[config.mk]
export PLATFORM = sky130hd
export DESIGN_NAME = date_day_offset_adder_top
export DESIGN_NICKNAME = d
export VERILOG_FILES = /design/src/hw/rtl/dda_pkg.sv /design/src/hw/rtl/dda_dpath.sv /design/src/hw/rtl/dda_ctrl.sv /design/src/hw/rtl/date_day_offset_adder_top.sv
export VERILOG_INCLUDE_DIRS = /design/src /design/src/hw/rtl
export SDC_FILE = /design/constraint.sdc
export NUM_CORES = 1
export LEC_CHECK = 0
export ABC_AREA = 1
export BUFFER_PORTS_ARGS = -buffer_cell sky130_fd_sc_hd__buf_2
export CORE_AREA = 2 2 109 111
export DETAILED_ROUTE_END_ITERATION = 10
export DIE_AREA = 0 0 111 113
export GPL_TIMING_DRIVEN = 0
export PLACE_DENSITY = 0.81
export SLEW_MARGIN = 20
export SYNTH_ARGS = -nofsm -noshare
export SYNTH_HDL_FRONTEND = slang
export SYNTH_SLANG_ARGS = --single-unit
[constraint.sdc]
create_clock -name clk_i -period 16.5 [get_ports clk_i]
set_input_delay 0 -clock clk_i [delete_from_list [all_inputs] [get_ports clk_i]]
set_output_delay 0 -clock clk_i [all_outputs]
set_load 0.1 [all_outputs]
[src/hw/rtl/date_day_offset_adder_top_macros.svh]
// Assertion helpers shared by the date offset adder RTL.
// Each helper needs clk_i and rst_ni in scope.
`ifndef DATE_DAY_OFFSET_ADDER_TOP_MACROS_SVH
`define DATE_DAY_OFFSET_ADDER_TOP_MACROS_SVH

// Consequent must hold in the same cycle as the antecedent.
`define DDA_ASSERT_SAME(lbl, ante, cons, msg) \
  lbl: assert property (@(posedge clk_i) disable iff (!rst_ni) (ante) |-> (cons)) \
    else $error(msg);

// Consequent must hold in the cycle after the antecedent.
`define DDA_ASSERT_NEXT(lbl, ante, cons, msg) \
  lbl: assert property (@(posedge clk_i) disable iff (!rst_ni) (ante) |=> (cons)) \
    else $error(msg);

`endif

[src/hw/rtl/dda_pkg.sv]
`default_nettype none

package dda_pkg;

  // Field widths
  localparam int DAY_W   = 5;
  localparam int MONTH_W = 4;
  localparam int YEAR_W  = 12;
  localparam int OFF_W   = 16;

  // Accepted year range, both bounds exclusive
  localparam logic [YEAR_W-1:0] MIN_YEAR_EXCL = YEAR_W'(1800);
  localparam logic [YEAR_W-1:0] MAX_YEAR_EXCL = YEAR_W'(2300);

  // Month codes
  localparam logic [MONTH_W-1:0] MON_JAN = MONTH_W'(1);
  localparam logic [MONTH_W-1:0] MON_FEB = MONTH_W'(2);
  localparam logic [MONTH_W-1:0] MON_APR = MONTH_W'(4);
  localparam logic [MONTH_W-1:0] MON_JUN = MONTH_W'(6);
  localparam logic [MONTH_W-1:0] MON_SEP = MONTH_W'(9);
  localparam logic [MONTH_W-1:0] MON_NOV = MONTH_W'(11);
  localparam logic [MONTH_W-1:0] MON_DEC = MONTH_W'(12);

  // Month lengths
  localparam logic [DAY_W-1:0] LEN_28 = DAY_W'(28);
  localparam logic [DAY_W-1:0] LEN_29 = DAY_W'(29);
  localparam logic [DAY_W-1:0] LEN_30 = DAY_W'(30);
  localparam logic [DAY_W-1:0] LEN_31 = DAY_W'(31);

  // Number of centuries representable in a year field
  localparam int CENT_CNT = ((1 << YEAR_W) - 1) / 100;

  typedef enum logic {
    ST_IDLE,
    ST_RUN
  } state_e;

  // Controller to datapath
  typedef struct packed {
    logic load;    // capture a new request
    logic step;    // advance one month
    logic finish;  // write the result register
  } cmd_t;

  // Datapath to controller
  typedef struct packed {
    logic cont;    // more months to cross
  } status_t;

  // Year is a multiple of 100: compare against every century
  function automatic logic is_century(input logic [YEAR_W-1:0] y);
    logic hit;
    hit = 1'b0;
    for (int k = 0; k <= CENT_CNT; k++) begin
      if (y == YEAR_W'(k * 100)) hit = 1'b1;
    end
    return hit;
  endfunction

  // Gregorian rule; a century is a leap year only when also divisible by 16
  function automatic logic is_leap(input logic [YEAR_W-1:0] y);
    return (y[1:0] == 2'b00) && (!is_century(y) || (y[3:0] == 4'b0000));
  endfunction

  function automatic logic [DAY_W-1:0] month_len(input logic [MONTH_W-1:0] m,
                                                 input logic [YEAR_W-1:0] y);
    logic [DAY_W-1:0] len;
    case (m) inside
      MON_FEB:                          len = is_leap(y) ? LEN_29 : LEN_28;
      MON_APR, MON_JUN, MON_SEP, MON_NOV: len = LEN_30;
      default:                          len = LEN_31;
    endcase
    return len;
  endfunction

endpackage

`default_nettype wire

[src/hw/rtl/dda_dpath.sv]
`default_nettype none

module dda_dpath (
  input  wire                           clk_i,
  input  dda_pkg::cmd_t                 cmd_i,
  output dda_pkg::status_t              status_o,
  input  wire  [dda_pkg::DAY_W-1:0]     in_day_i,
  input  wire  [dda_pkg::MONTH_W-1:0]   in_month_i,
  input  wire  [dda_pkg::YEAR_W-1:0]    in_year_i,
  input  wire  signed [dda_pkg::OFF_W-1:0] day_offset_i,
  output logic [dda_pkg::DAY_W-1:0]     out_day_o,
  output logic [dda_pkg::MONTH_W-1:0]   out_month_o,
  output logic [dda_pkg::YEAR_W-1:0]    out_year_o,
  output logic                          date_valid_o
);

  localparam int DAY_W   = dda_pkg::DAY_W;
  localparam int MONTH_W = dda_pkg::MONTH_W;
  localparam int YEAR_W  = dda_pkg::YEAR_W;
  localparam int OFF_W   = dda_pkg::OFF_W;

  // Working date, remaining offset magnitude and direction
  logic [DAY_W-1:0]   d_q;
  logic [MONTH_W-1:0] m_q;
  logic [YEAR_W-1:0]  y_q;
  logic [OFF_W-1:0]   mag_q;
  logic               back_q;
  logic               ok_q;

  // Result register
  logic [DAY_W-1:0]   res_day_q;
  logic [MONTH_W-1:0] res_month_q;
  logic [YEAR_W-1:0]  res_year_q;
  logic               res_ok_q;

  logic               in_ok;
  logic [OFF_W-1:0]   off_u;
  logic [OFF_W-1:0]   in_mag;
  logic [DAY_W-1:0]   len_cur;
  logic [DAY_W-1:0]   room;
  logic [MONTH_W-1:0] m_next;
  logic [YEAR_W-1:0]  y_next;
  logic [MONTH_W-1:0] m_prev;
  logic [YEAR_W-1:0]  y_prev;
  logic [DAY_W-1:0]   len_prev;
  logic [DAY_W-1:0]   d_final;

  // Starting date check
  always_comb begin
    in_ok = (in_year_i > dda_pkg::MIN_YEAR_EXCL) && (in_year_i < dda_pkg::MAX_YEAR_EXCL) &&
            (in_month_i >= dda_pkg::MON_JAN) && (in_month_i <= dda_pkg::MON_DEC) &&
            (in_day_i != '0) &&
            (in_day_i <= dda_pkg::month_len(in_month_i, in_year_i));
  end

  // Offset magnitude; the most negative offset maps to 2^(OFF_W-1)
  assign off_u  = OFF_W'(day_offset_i);
  assign in_mag = day_offset_i[OFF_W-1] ? OFF_W'(~off_u + 1'b1) : off_u;

  // Neighbor months
  always_comb begin
    len_cur = dda_pkg::month_len(m_q, y_q);
    room    = len_cur - d_q;
    if (m_q == dda_pkg::MON_DEC) begin
      m_next = dda_pkg::MON_JAN;
      y_next = y_q + 1'b1;
    end else begin
      m_next = m_q + 1'b1;
      y_next = y_q;
    end
    if (m_q == dda_pkg::MON_JAN) begin
      m_prev = dda_pkg::MON_DEC;
      y_prev = y_q - 1'b1;
    end else begin
      m_prev = m_q - 1'b1;
      y_prev = y_q;
    end
    len_prev = dda_pkg::month_len(m_prev, y_prev);
  end

  // Another month must be crossed while the offset leaves the current month
  always_comb begin
    if (back_q) begin
      status_o.cont = ok_q && (mag_q >= OFF_W'(d_q));
    end else begin
      status_o.cont = ok_q && (mag_q > OFF_W'(room));
    end
  end

  // Offset now lands inside the current month
  assign d_final = back_q ? (d_q - mag_q[DAY_W-1:0]) : (d_q + mag_q[DAY_W-1:0]);

  // Working registers
  always_ff @(posedge clk_i) begin
    if (cmd_i.load) begin
      d_q    <= in_day_i;
      m_q    <= in_month_i;
      y_q    <= in_year_i;
      mag_q  <= in_mag;
      back_q <= day_offset_i[OFF_W-1];
      ok_q   <= in_ok;
    end else if (cmd_i.step) begin
      if (back_q) begin
        mag_q <= mag_q - OFF_W'(d_q);
        m_q   <= m_prev;
        y_q   <= y_prev;
        d_q   <= len_prev;
      end else begin
        mag_q <= mag_q - OFF_W'(room) - 1'b1;
        m_q   <= m_next;
        y_q   <= y_next;
        d_q   <= DAY_W'(1);
      end
    end
  end

  // Result register; zeros for a rejected date
  always_ff @(posedge clk_i) begin
    if (cmd_i.finish) begin
      res_day_q   <= ok_q ? d_final : '0;
      res_month_q <= ok_q ? m_q : '0;
      res_year_q  <= ok_q ? y_q : '0;
      res_ok_q    <= ok_q;
    end
  end

  assign out_day_o    = res_day_q;
  assign out_month_o  = res_month_q;
  assign out_year_o   = res_year_q;
  assign date_valid_o = res_ok_q;

endmodule

`default_nettype wire

[src/hw/rtl/dda_ctrl.sv]
`default_nettype none

`include "date_day_offset_adder_top_macros.svh"

module dda_ctrl (
  input  wire               clk_i,
  input  wire               rst_ni,
  input  wire               in_valid_i,
  output logic              in_stall_o,
  output logic              out_valid_o,
  input  wire               out_stall_i,
  output dda_pkg::cmd_t     cmd_o,
  input  dda_pkg::status_t  status_i
);

  dda_pkg::state_e state_q, state_d;
  logic            out_valid_q, out_valid_d;
  logic            slot_free;

  // Result register can take a new result this cycle
  assign slot_free = !out_valid_q || !out_stall_i;

  // State and result-valid registers
  always_ff @(posedge clk_i or negedge rst_ni) begin
    if (!rst_ni) begin
      state_q     <= dda_pkg::ST_IDLE;
      out_valid_q <= 1'b0;
    end else begin
      state_q     <= state_d;
      out_valid_q <= out_valid_d;
    end
  end

  // Next state and commands
  always_comb begin
    state_d      = state_q;
    cmd_o.load   = 1'b0;
    cmd_o.step   = 1'b0;
    cmd_o.finish = 1'b0;
    in_stall_o   = 1'b1;
    unique case (state_q)
      dda_pkg::ST_IDLE: begin
        in_stall_o = 1'b0;
        if (in_valid_i) begin
          cmd_o.load = 1'b1;
          state_d    = dda_pkg::ST_RUN;
        end
      end
      dda_pkg::ST_RUN: begin
        if (status_i.cont) begin
          cmd_o.step = 1'b1;
        end else if (slot_free) begin
          cmd_o.finish = 1'b1;
          state_d      = dda_pkg::ST_IDLE;
        end
      end
      default: state_d = dda_pkg::ST_IDLE;
    endcase
  end

  // Result valid: set on finish, cleared when the result is taken
  always_comb begin
    if (cmd_o.finish) begin
      out_valid_d = 1'b1;
    end else if (out_valid_q && !out_stall_i) begin
      out_valid_d = 1'b0;
    end else begin
      out_valid_d = out_valid_q;
    end
  end

  assign out_valid_o = out_valid_q;

  `DDA_ASSERT_NEXT(a_finish_shows, cmd_o.finish, out_valid_o, "finish did not present a result")
  `DDA_ASSERT_SAME(a_finish_done, cmd_o.finish, !status_i.cont && slot_free, "finish too early")
  `DDA_ASSERT_SAME(a_busy_stalls, state_q == dda_pkg::ST_RUN, in_stall_o, "request taken while busy")
  `DDA_ASSERT_SAME(a_run_entry, (state_q == dda_pkg::ST_RUN) && ($past(state_q) == dda_pkg::ST_IDLE),
                   $past(in_valid_i), "run entered without a request")

endmodule

`default_nettype wire

[src/hw/rtl/date_day_offset_adder_top.sv]
// Requests are accepted only in idle; a new request is stalled until the current one is finished.
// The month stepper crosses one month a cycle, up to about 1080 months for the largest offset;
//   the result register is written once no month remains and the output slot is free.
// A finished result waits in its own register while the next request is accepted.
// Reset (rst_ni, asynchronous, active low) returns to idle with no result pending.
`default_nettype none

module date_day_offset_adder_top (
  input  wire                              clk_i,
  input  wire                              rst_ni,
  input  wire                              in_valid_i,
  output logic                             in_stall_o,
  input  wire  [dda_pkg::DAY_W-1:0]        in_day_i,
  input  wire  [dda_pkg::MONTH_W-1:0]      in_month_i,
  input  wire  [dda_pkg::YEAR_W-1:0]       in_year_i,
  input  wire  signed [dda_pkg::OFF_W-1:0] day_offset_i,
  output logic                             out_valid_o,
  input  wire                              out_stall_i,
  output logic [dda_pkg::DAY_W-1:0]        out_day_o,
  output logic [dda_pkg::MONTH_W-1:0]      out_month_o,
  output logic [dda_pkg::YEAR_W-1:0]       out_year_o,
  output logic                             date_valid_o
);

  dda_pkg::cmd_t    cmd;
  dda_pkg::status_t status;

  // Sequencer
  dda_ctrl u_ctrl (
    .clk_i       (clk_i),
    .rst_ni      (rst_ni),
    .in_valid_i  (in_valid_i),
    .in_stall_o  (in_stall_o),
    .out_valid_o (out_valid_o),
    .out_stall_i (out_stall_i),
    .cmd_o       (cmd),
    .status_i    (status)
  );

  // Date check and month stepper
  dda_dpath u_dpath (
    .clk_i        (clk_i),
    .cmd_i        (cmd),
    .status_o     (status),
    .in_day_i     (in_day_i),
    .in_month_i   (in_month_i),
    .in_year_i    (in_year_i),
    .day_offset_i (day_offset_i),
    .out_day_o    (out_day_o),
    .out_month_o  (out_month_o),
    .out_year_o   (out_year_o),
    .date_valid_o (date_valid_o)
  );

endmodule

`default_nettype wire
==> results of run 1 <==
-- critical path: cells and delay by family, from the launching register on --
family                   cells  cell delay [ns]
AO/OA/AOI/OAI                9             1.91
adder cells (fa/ha/maj)      4             1.15
AND/OR/NAND/NOR              7             1.08
buffers and inverters        5             0.85
flip-flops                   1             0.47
-- flip-flops by register name, summed over array words and instances (netlist names), 4 cells and up --
| signal | flops |
|---|---|
| u_dpath.d_q | 5 |
| u_dpath.m_q | 4 |
| u_dpath.mag_q | 16 |
| u_dpath.out_day_o | 5 |
| u_dpath.out_month_o | 4 |
| u_dpath.out_year_o | 12 |
| u_dpath.y_q | 12 |
-- report_power, final --
part | leakage, nW | switching, mW | internal (mW) | total, mW
Combinational | 2.91 | 0.560 | 0.242 | 0.802
Clock | 0.133 | 0.0695 | 0.115 | 0.184
Sequential | 0.615 | 0.0475 | 0.265 | 0.313
-- layout make-up --
cell class	instances	area [sq um]
clock buffer	10	229
clock inverter	5	50.0
multi-input combinational	789	4230
sequential	63	1880
timing repair buffer	71	409
inverter	163	612
tap	143	179
fill	1004	3550
buffer	23	136
-- through the flow --
stage               hold WS [ns]  setup WS [ns]  area [sq um]  cells  utilization
detailed placement        -0.210          10.79          7400   1247        0.656
global route              0.0179          10.21          7720   1267        0.685
finish                    0.0167          10.67          7720   1267        0.685
global placement          -0.213           9.23          7340   1245        0.651
CTS                      0.00443          10.71          7720   1267        0.685
floorplan                 -0.296          10.86          6840   1038            -
-- cell families after synthesis --
group,after synthesis,synth area share
adder cells (fa/ha/maj),34,0.0666
XOR/XNOR,24,0.0307
AO/OA/AOI/OAI,156,0.145
AND/OR/NAND/NOR,575,0.374
buffers and inverters,186,0.109
flip-flops,63,0.275
-- timing repair --
action	4_1_cts	5_1_grt
endpoints found under the hold margin	5	0
hold buffers	5	0
endpoints found under the setup margin	0	0
-- per-layer routing --
metal  vias up  global-route usage
li1       3586                   -
met1      3268               0.455
met2       411               0.488
met3        39              0.0450
met4         0              0.0817
met5         -                   0
-- cells in the mapped netlist (3+ instances only) --
| master | number |
|---|---|
| a31oi_1 | 7 |
| nor2_1 | 140 |
| clkbuf_1 | 11 |
| a22oi_1 | 7 |
| buf_2 | 5 |
| o22ai_1 | 8 |
| a32o_1 | 3 |
| and3_1 | 3 |
| clkinv_1 | 4 |
| a21oi_1 | 28 |
| o221ai_1 | 11 |
| o31ai_1 | 4 |
| nor2_2 | 8 |
| xnor2_1 | 5 |
| nor3_1 | 20 |
| inv_1 | 156 |
| nor2_4 | 8 |
| o21bai_1 | 3 |
| or2_2 | 3 |
| o21a_1 | 4 |
| o21ai_0 | 54 |
| a211oi_1 | 3 |
| ha_1 | 30 |
| buf_6 | 4 |
| fa_1 | 4 |
| nand4_1 | 9 |
| nand2_1 | 266 |
| nand2_2 | 10 |
| o211ai_1 | 9 |
| inv_2 | 3 |
| xor2_1 | 19 |
| edfxtp_1 | 61 |
| nand3_1 | 93 |
-- how the worst max path moves through the flow --
stage	startpoint	to
floorplan	u_dpath.y_q[0]	u_dpath.y_q[0]
global placement	u_dpath.y_q[0]	u_dpath.y_q[9]
detailed placement	u_dpath.y_q[0]	u_dpath.y_q[6]
CTS	u_dpath.y_q[0]	u_dpath.y_q[6]
global route	u_dpath.y_q[0]	u_dpath.y_q[4]
finish	u_dpath.y_q[0]	u_dpath.y_q[8]
==> results.md, run 1 <==
* Register area share after synthesis at 0.275
* Post-DP HPWL at 15000 um
* Post-synth top area cell: edfxtp_1
* Initial Util at 0.607
* Max-capacitance violation count at 0
* Core ar. at 0.0113 sq mm
* Fmax at 171 MHz
* Skew final at 0.00606 ns
* Post-route setup TNS at 0 ns
* Total power at 1.30 mW
* Synth top area cells: edfxtp_1 (27%), nand2_1 (15%), inv_1 (8.6%), nor2_1 (7.7%), nand3_1 (6.8%)
* CP Max Fanout at 23
* CP required at 16.47 ns
* All-Layer GR Usage at 0.311
* Largest net degree at the start of global routing at 24
* Setup bufs post-CTS at 0
* Top-area cell type share of the netlist area at 0.268
* HP Start: in_day_i[2]
* Antenna Diode Count at 0
* Initial antenna violation count at 0
* Slew HR at 0.425
* CP Launch Type: flop
* Clk sinks at 63
* Reg-to-reg startpoint: u_dpath.y_q[0]
* Total CTS buffers at 9
* Outcome: finished clean
* Top Metal Used: met4
* Leakage power at 3.66 nW
* Clock tree from TritonCTS: yes
* WL final at 19400 um
* CP max stage cell: nor2_1
* Async SR Flop Fraction at 0.0317
* Synth warn at 0
* Worst R2R Path Depth at 25
* Synth Register Bits at 63
* Buffers on Ports at 64
* Post-cts resize count at 0
* Die Area at 0.0125 sq mm
* Fin nets at 1195
* Detailed Routing Iterations Pass 1 at 5
* Post-synth cell types at 58
* CTS root buffer: clkbuf_16
* Vias in the first global route at 6505
* Hold violation count in the final report at 0
* Area Growth Syn to Fin at 12.9%
* Crit path largest cell delay at 0.57 ns
* Syn nets at 1113
* Clock transition at the registers of the reported paths at 0.06 ns
* H-tree Lvls at 3
* Mean post-synth cell area at 6.59 sq um
* Endpoint class of the critical path: flop
* Commonest non-fill, non-tap cells in the layout: nand2_1 (266), inv_1 (156), nor2_1 (140)
* Power Density at 168 mW/mm^2
* Post-layout min period at 5.83 ns
* Overflow after GRT at 0
* Critical path class: flop to flop
* R2R Path End: u_dpath.y_q[8]
* FP Rows at 39
* Worst-case clock buffer depth at 2
* Vias at 7304
* Met3 wire length at 2060 um
* Slew Limit Fails at 0
* RSZ-0062 raised after global routing: false
* Layout cells sized above 1 at 0.121
* Most common cell after layout, fill and taps aside: nand2_1
* Post-synthesis cell area at 0.00684 sq mm
* Met2 WL at 8480 um
* Min-Delay Path Class: input pin to flop
* Max IR drop VDD at 0.132 mV
* DRC at 0
* Iteration-0 DRC Markers at 884
* R2r setup slk at 10.67 ns
* Crit path DAT at 5.80 ns
* First-pass GRT wire length at 32000 um
* Main synth FF type: edfxtp_1
* Top-Level Pins at 65
* Final period utilization at 0.353
* Worst-skew pair later-pin latency at 0.33 ns
* Final ANT Viol Nets at 0
* Post-synth EDFFs at 61
* Final Setup Violations at 0
* Drt wl/cell at 15.3 um
* Wl on met1 at 8490 um
* Die extent in x at 111 um
* Hold EP: u_dpath.d_q[2]
* Gpl congestion at 0.971
* Via/cell ratio at 5.76
* Worst slew pin tran at 0.856 ns
* Mapped Cells at 1038
* Die height at 113 um
* Cell depth of the worst hold path at 3
(Power assumes the default switching activity.)
==> inputs of run 2 (changes only) <==
CORE_AREA = 2 2 114 116   (was 2 2 109 111)
DIE_AREA = 0 0 116 118   (was 0 0 111 113)
PLACE_DENSITY = 0.78   (was 0.81)
clock period = 5.15 ns   (was 16.5 ns; I/O delays follow)
==> run 2 against run 1 <==
Compared with the run above:
- cell count up 4.3%
- routed wire length grew 3.2%
- sequential share of layout area fell by 1.0 points
- critical path depth decreased by 1
- non-clock buffer count rose by 23
- die area rose by 9.1%
- first-iteration DRC count decreased by 27%
- register-to-register slack lost 10 ns
- clock skew grew 0.0035 ns
- sequential power grew to 3.2 times the previous value
- largest cell class unchanged
==> results.md, run 2 (synthesized netlist as in run 1, its figures left out) <==
* Fmax at 204 MHz (was 171 MHz)
* Most flops, register: u_dpath.mag_q (unchanged)
* Layout cells sized above 1 at 0.150 (was 0.121)
* R2R Path End: u_dpath.out_month_o[3] (was u_dpath.y_q[8])
* Clock transition at the registers of the reported paths at 0.06 ns (about the same)
* Vias in the first global route at 6595 (was 6505)
* Max IR drop VDD at 0.217 mV (was 0.132 mV)
* Sequential Power Share at 0.229 (was 0.241)
* Skew final at 0.00955 ns (was 0.00606 ns)
* R2r setup slk at 0.26 ns (was 10.67 ns)
* Critical Path Most Common Cell: nand2_1
* Die Area at 0.0137 sq mm (was 0.0125 sq mm)
* Antenna Diode Count at 0 (unchanged)
* Post-DP HPWL at 15100 um (was 15000 um)
* CTS root buffer: clkbuf_16 (unchanged)
* Overflow after GRT at 0 (unchanged)
* FF/Latch Area at 0.00188 sq mm (unchanged)
* Clock Power Share at 0.152 (was 0.142)
* Power Density at 541 mW/mm^2 (was 168 mW/mm^2)
* Clock tree from TritonCTS: yes (unchanged)
* Cells after DPL at 1276 (was 1247)
* Largest net degree at the start of global routing at 17 (was 24)
* Total CTS buffers at 9 (unchanged)
* Initial antenna violation count at 0 (unchanged)
* Min-Delay Path Class: input pin to flop (unchanged)
* CP Max Fanout at 8 (was 23)
* Drt wl/cell at 15.2 um (was 15.3 um)
* Worst slew pin tran at 0.957 ns (was 0.856 ns)
* Slew Limit Fails at 0 (unchanged)
* Final Setup Violations at 0 (unchanged)
* FP Rows at 41 (was 39)
* Post-layout min period at 4.89 ns (was 5.83 ns)
* DRC at 0 (unchanged)
* Iteration-0 DRC Markers at 648 (was 884)
* Final Cell Area at 0.00807 sq mm (was 0.00772 sq mm)
* Hold violation count in the final report at 0 (unchanged)
* Clk sinks at 63 (unchanged)
* Crit path DAT at 4.95 ns (was 5.80 ns)
* Die extent in x at 116 um (was 111 um)
* H-tree Lvls at 3 (unchanged)
* First-pass GRT wire length at 32000 um (about the same)
* Reg-to-reg startpoint: u_dpath.y_q[1] (was u_dpath.y_q[0])
* Switching share of power at 0.512 (was 0.521)
* Critical path class: flop to flop (unchanged)
* WP buf/inv at 4 (was 5)
* CP Launch Type: flop (unchanged)
* Fin worst setup slack at 0.255 ns (was 10.67 ns)
* Leakage power at 3.80 nW (was 3.66 nW)
* Area of the multi-input gates at 0.00429 sq mm (was 0.00423 sq mm)
* Core ar. at 0.0124 sq mm (was 0.0113 sq mm)
* Gpl congestion at 0.913 (was 0.971)
* Cell Area, Placed at 0.00742 sq mm (was 0.00740 sq mm)
* Worst-skew pair later-pin latency at 0.34 ns (was 0.33 ns)
* Top Family by Delay on Critical Path: compound AO/OA/AOI/OAI gates (unchanged)
* Most common cell after layout, fill and taps aside: nand2_1 (unchanged)
* Crit-path cells: inv_2, ha_2, clkinvlp_4, nor3_4, buf_6, nand2_1, a21bo_2, a21oi_2, a211oi_2, nand4_1, nand3_1, nand2_1, ha_1, fa_2, nand3_1, xor2_1, ha_1, nand2_1, o41ai_1, nand3_1, o211ai_1, nand2_1, a21oi_4, clkbuf_16
* CP max stage cell: edfxtp_1 (was nor2_1)
* Post-layout util at 0.650 (was 0.685)
* Via/cell ratio at 5.66 (was 5.76)
* Endpoint class of the critical path: flop (unchanged)
* Switching pwr at 2.23 mW (was 0.677 mW)
* HP Start: day_offset_i[13] (was in_day_i[2])
* Top-Level Pins at 65 (unchanged)
* Buffers on Ports at 64 (unchanged)
* Final period utilization at 0.950 (was 0.353)
* Commonest non-fill, non-tap cells in the layout: nand2_1 (266), inv_1 (154), nor2_1 (137) (was nand2_1 (266), inv_1 (156), nor2_1 (140))
* Crit path largest cell delay at 0.47 ns (was 0.57 ns)
* Max-capacitance violation count at 0 (unchanged)
* Initial Util at 0.551 (was 0.607)
* All-Layer GR Usage at 0.291 (was 0.311)
* Area Growth Syn to Fin at 17.9% (was 12.9%)
* Worst R2R Path Depth at 24 (was 25)
* Outcome: finished clean (unchanged)
* Detailed Routing Iterations Pass 1 at 8 (was 5)
* Final ANT Viol Nets at 0 (unchanged)
* Max FFs per register at 16 (unchanged)
* Total power at 4.37 mW (was 1.30 mW)
* Worst-case clock buffer depth at 2 (unchanged)
* Cell Count, Final, Fillers Out at 1321 (was 1267)
* Hold EP: u_dpath.mag_q[13] (was u_dpath.d_q[2])
* Cell depth of the worst hold path at 3 (unchanged)
* Die height at 118 um (was 113 um)
* Pre-CTS setup slack at -0.565 ns (was 10.79 ns)
* CP required at 5.21 ns (was 16.47 ns)
* Fin nets at 1219 (was 1195)
* Vias at 7477 (was 7304)
* Combinational Power Share at 0.620 (was 0.618)
* # fillers at 1140 (was 1004)
* WL final at 20000 um (was 19400 um)
* Int Power at 2.13 mW (was 0.622 mW)
* Slew HR at 0.357 (was 0.425)
-- run 2: cell count changes in the layout (fill, tap and decap cells not counted), sizes merged --
| cell | before | now |
|---|---|---|
| nor2 | 158 | 159 |
| bufinv | 1 | 2 |
| clkinvlp | 1 | 3 |
| inv | 159 | 160 |
| buf | 77 | 97 |
| dlygate4sd3 | 5 | 7 |
| clkinv | 7 | 5 |
-- run 2: area by class of cell --
class | instances | share of cell area
inverter | 163 | 0.0763
sequential | 63 | 0.233
tap | 172 | 0.0267
multi-input combinational | 790 | 0.532
buffer | 23 | 0.0169
timing repair buffer | 94 | 0.0749
clock buffer | 9 | 0.0279
clock inverter | 7 | 0.0119
-- run 2: tightest hold or removal path, cell delays in order --
cell and delay [ns]:
buf_2 0.10, o21ai_0 0.09, nand2_1 0.06
-- run 2: how the worst max path moves through the flow --
stage	cells after the start	to	slack (ns)	from
after floorplan	24	u_dpath.y_q[0]	0.003	u_dpath.y_q[0]
after global placement	24	u_dpath.y_q[6]	-1.32	u_dpath.y_q[0]
after detailed placement	24	u_dpath.y_q[6]	-0.57	u_dpath.y_q[0]
after CTS	22	u_dpath.out_year_o[5]	0.03	u_dpath.y_q[0]
after global routing	26	u_dpath.out_month_o[3]	-0.07	u_dpath.y_q[1]
final	24	u_dpath.out_month_o[3]	0.26	u_dpath.y_q[1]
-- run 2: power groups by stage --
| stage | Sequential, mW | Clock [mW] | Combinational, mW |
|---|---|---|---|
| 6_report | 0.998 | 0.663 | 2.70 |
| 5_1_grt | 1.02 | 0.683 | 2.98 |
| 4_1_cts | 0.993 | 0.664 | 2.55 |
| 3_5_place_dp | 1.00 | 0 | 2.51 |
| 3_3_place_gp | 0.998 | 0 | 2.44 |
| 2_1_floorplan | 1.30 | 0 | 1.65 |
-- run 2: layer usage --
metal / up-vias / global-route usage / routed length (um)
met5: - / 0 / 0
met4: 0 / 0.0841 / 427
met3: 47 / 0.0407 / 1920
met2: 421 / 0.443 / 8930
met1: 3349 / 0.429 / 8740
li1: 3660 / - / -
-- run 2: through the flow --
step | hold slack [ns] | setup TNS (ns)
2_1_floorplan | -0.296 | 0
3_3_place_gp | -0.213 | -58.83
3_5_place_dp | -0.210 | -11.62
4_1_cts | 0.00458 | 0
5_1_grt | 0.0199 | -0.706
6_report | 0.00222 | 0
-- run 2: repair_timing --
| action | 4_1_cts | 5_1_grt |
|---|---|---|
| setup buffers | 2 | 18 |
| endpoints found under the setup margin | 42 | 66 |
| hold endpoints to repair | 7 | 0 |
| pin swaps | 1 | 7 |
| hold buffers | 7 | 0 |
| cloned | 0 | 2 |
| resized for setup | 6 | 14 |
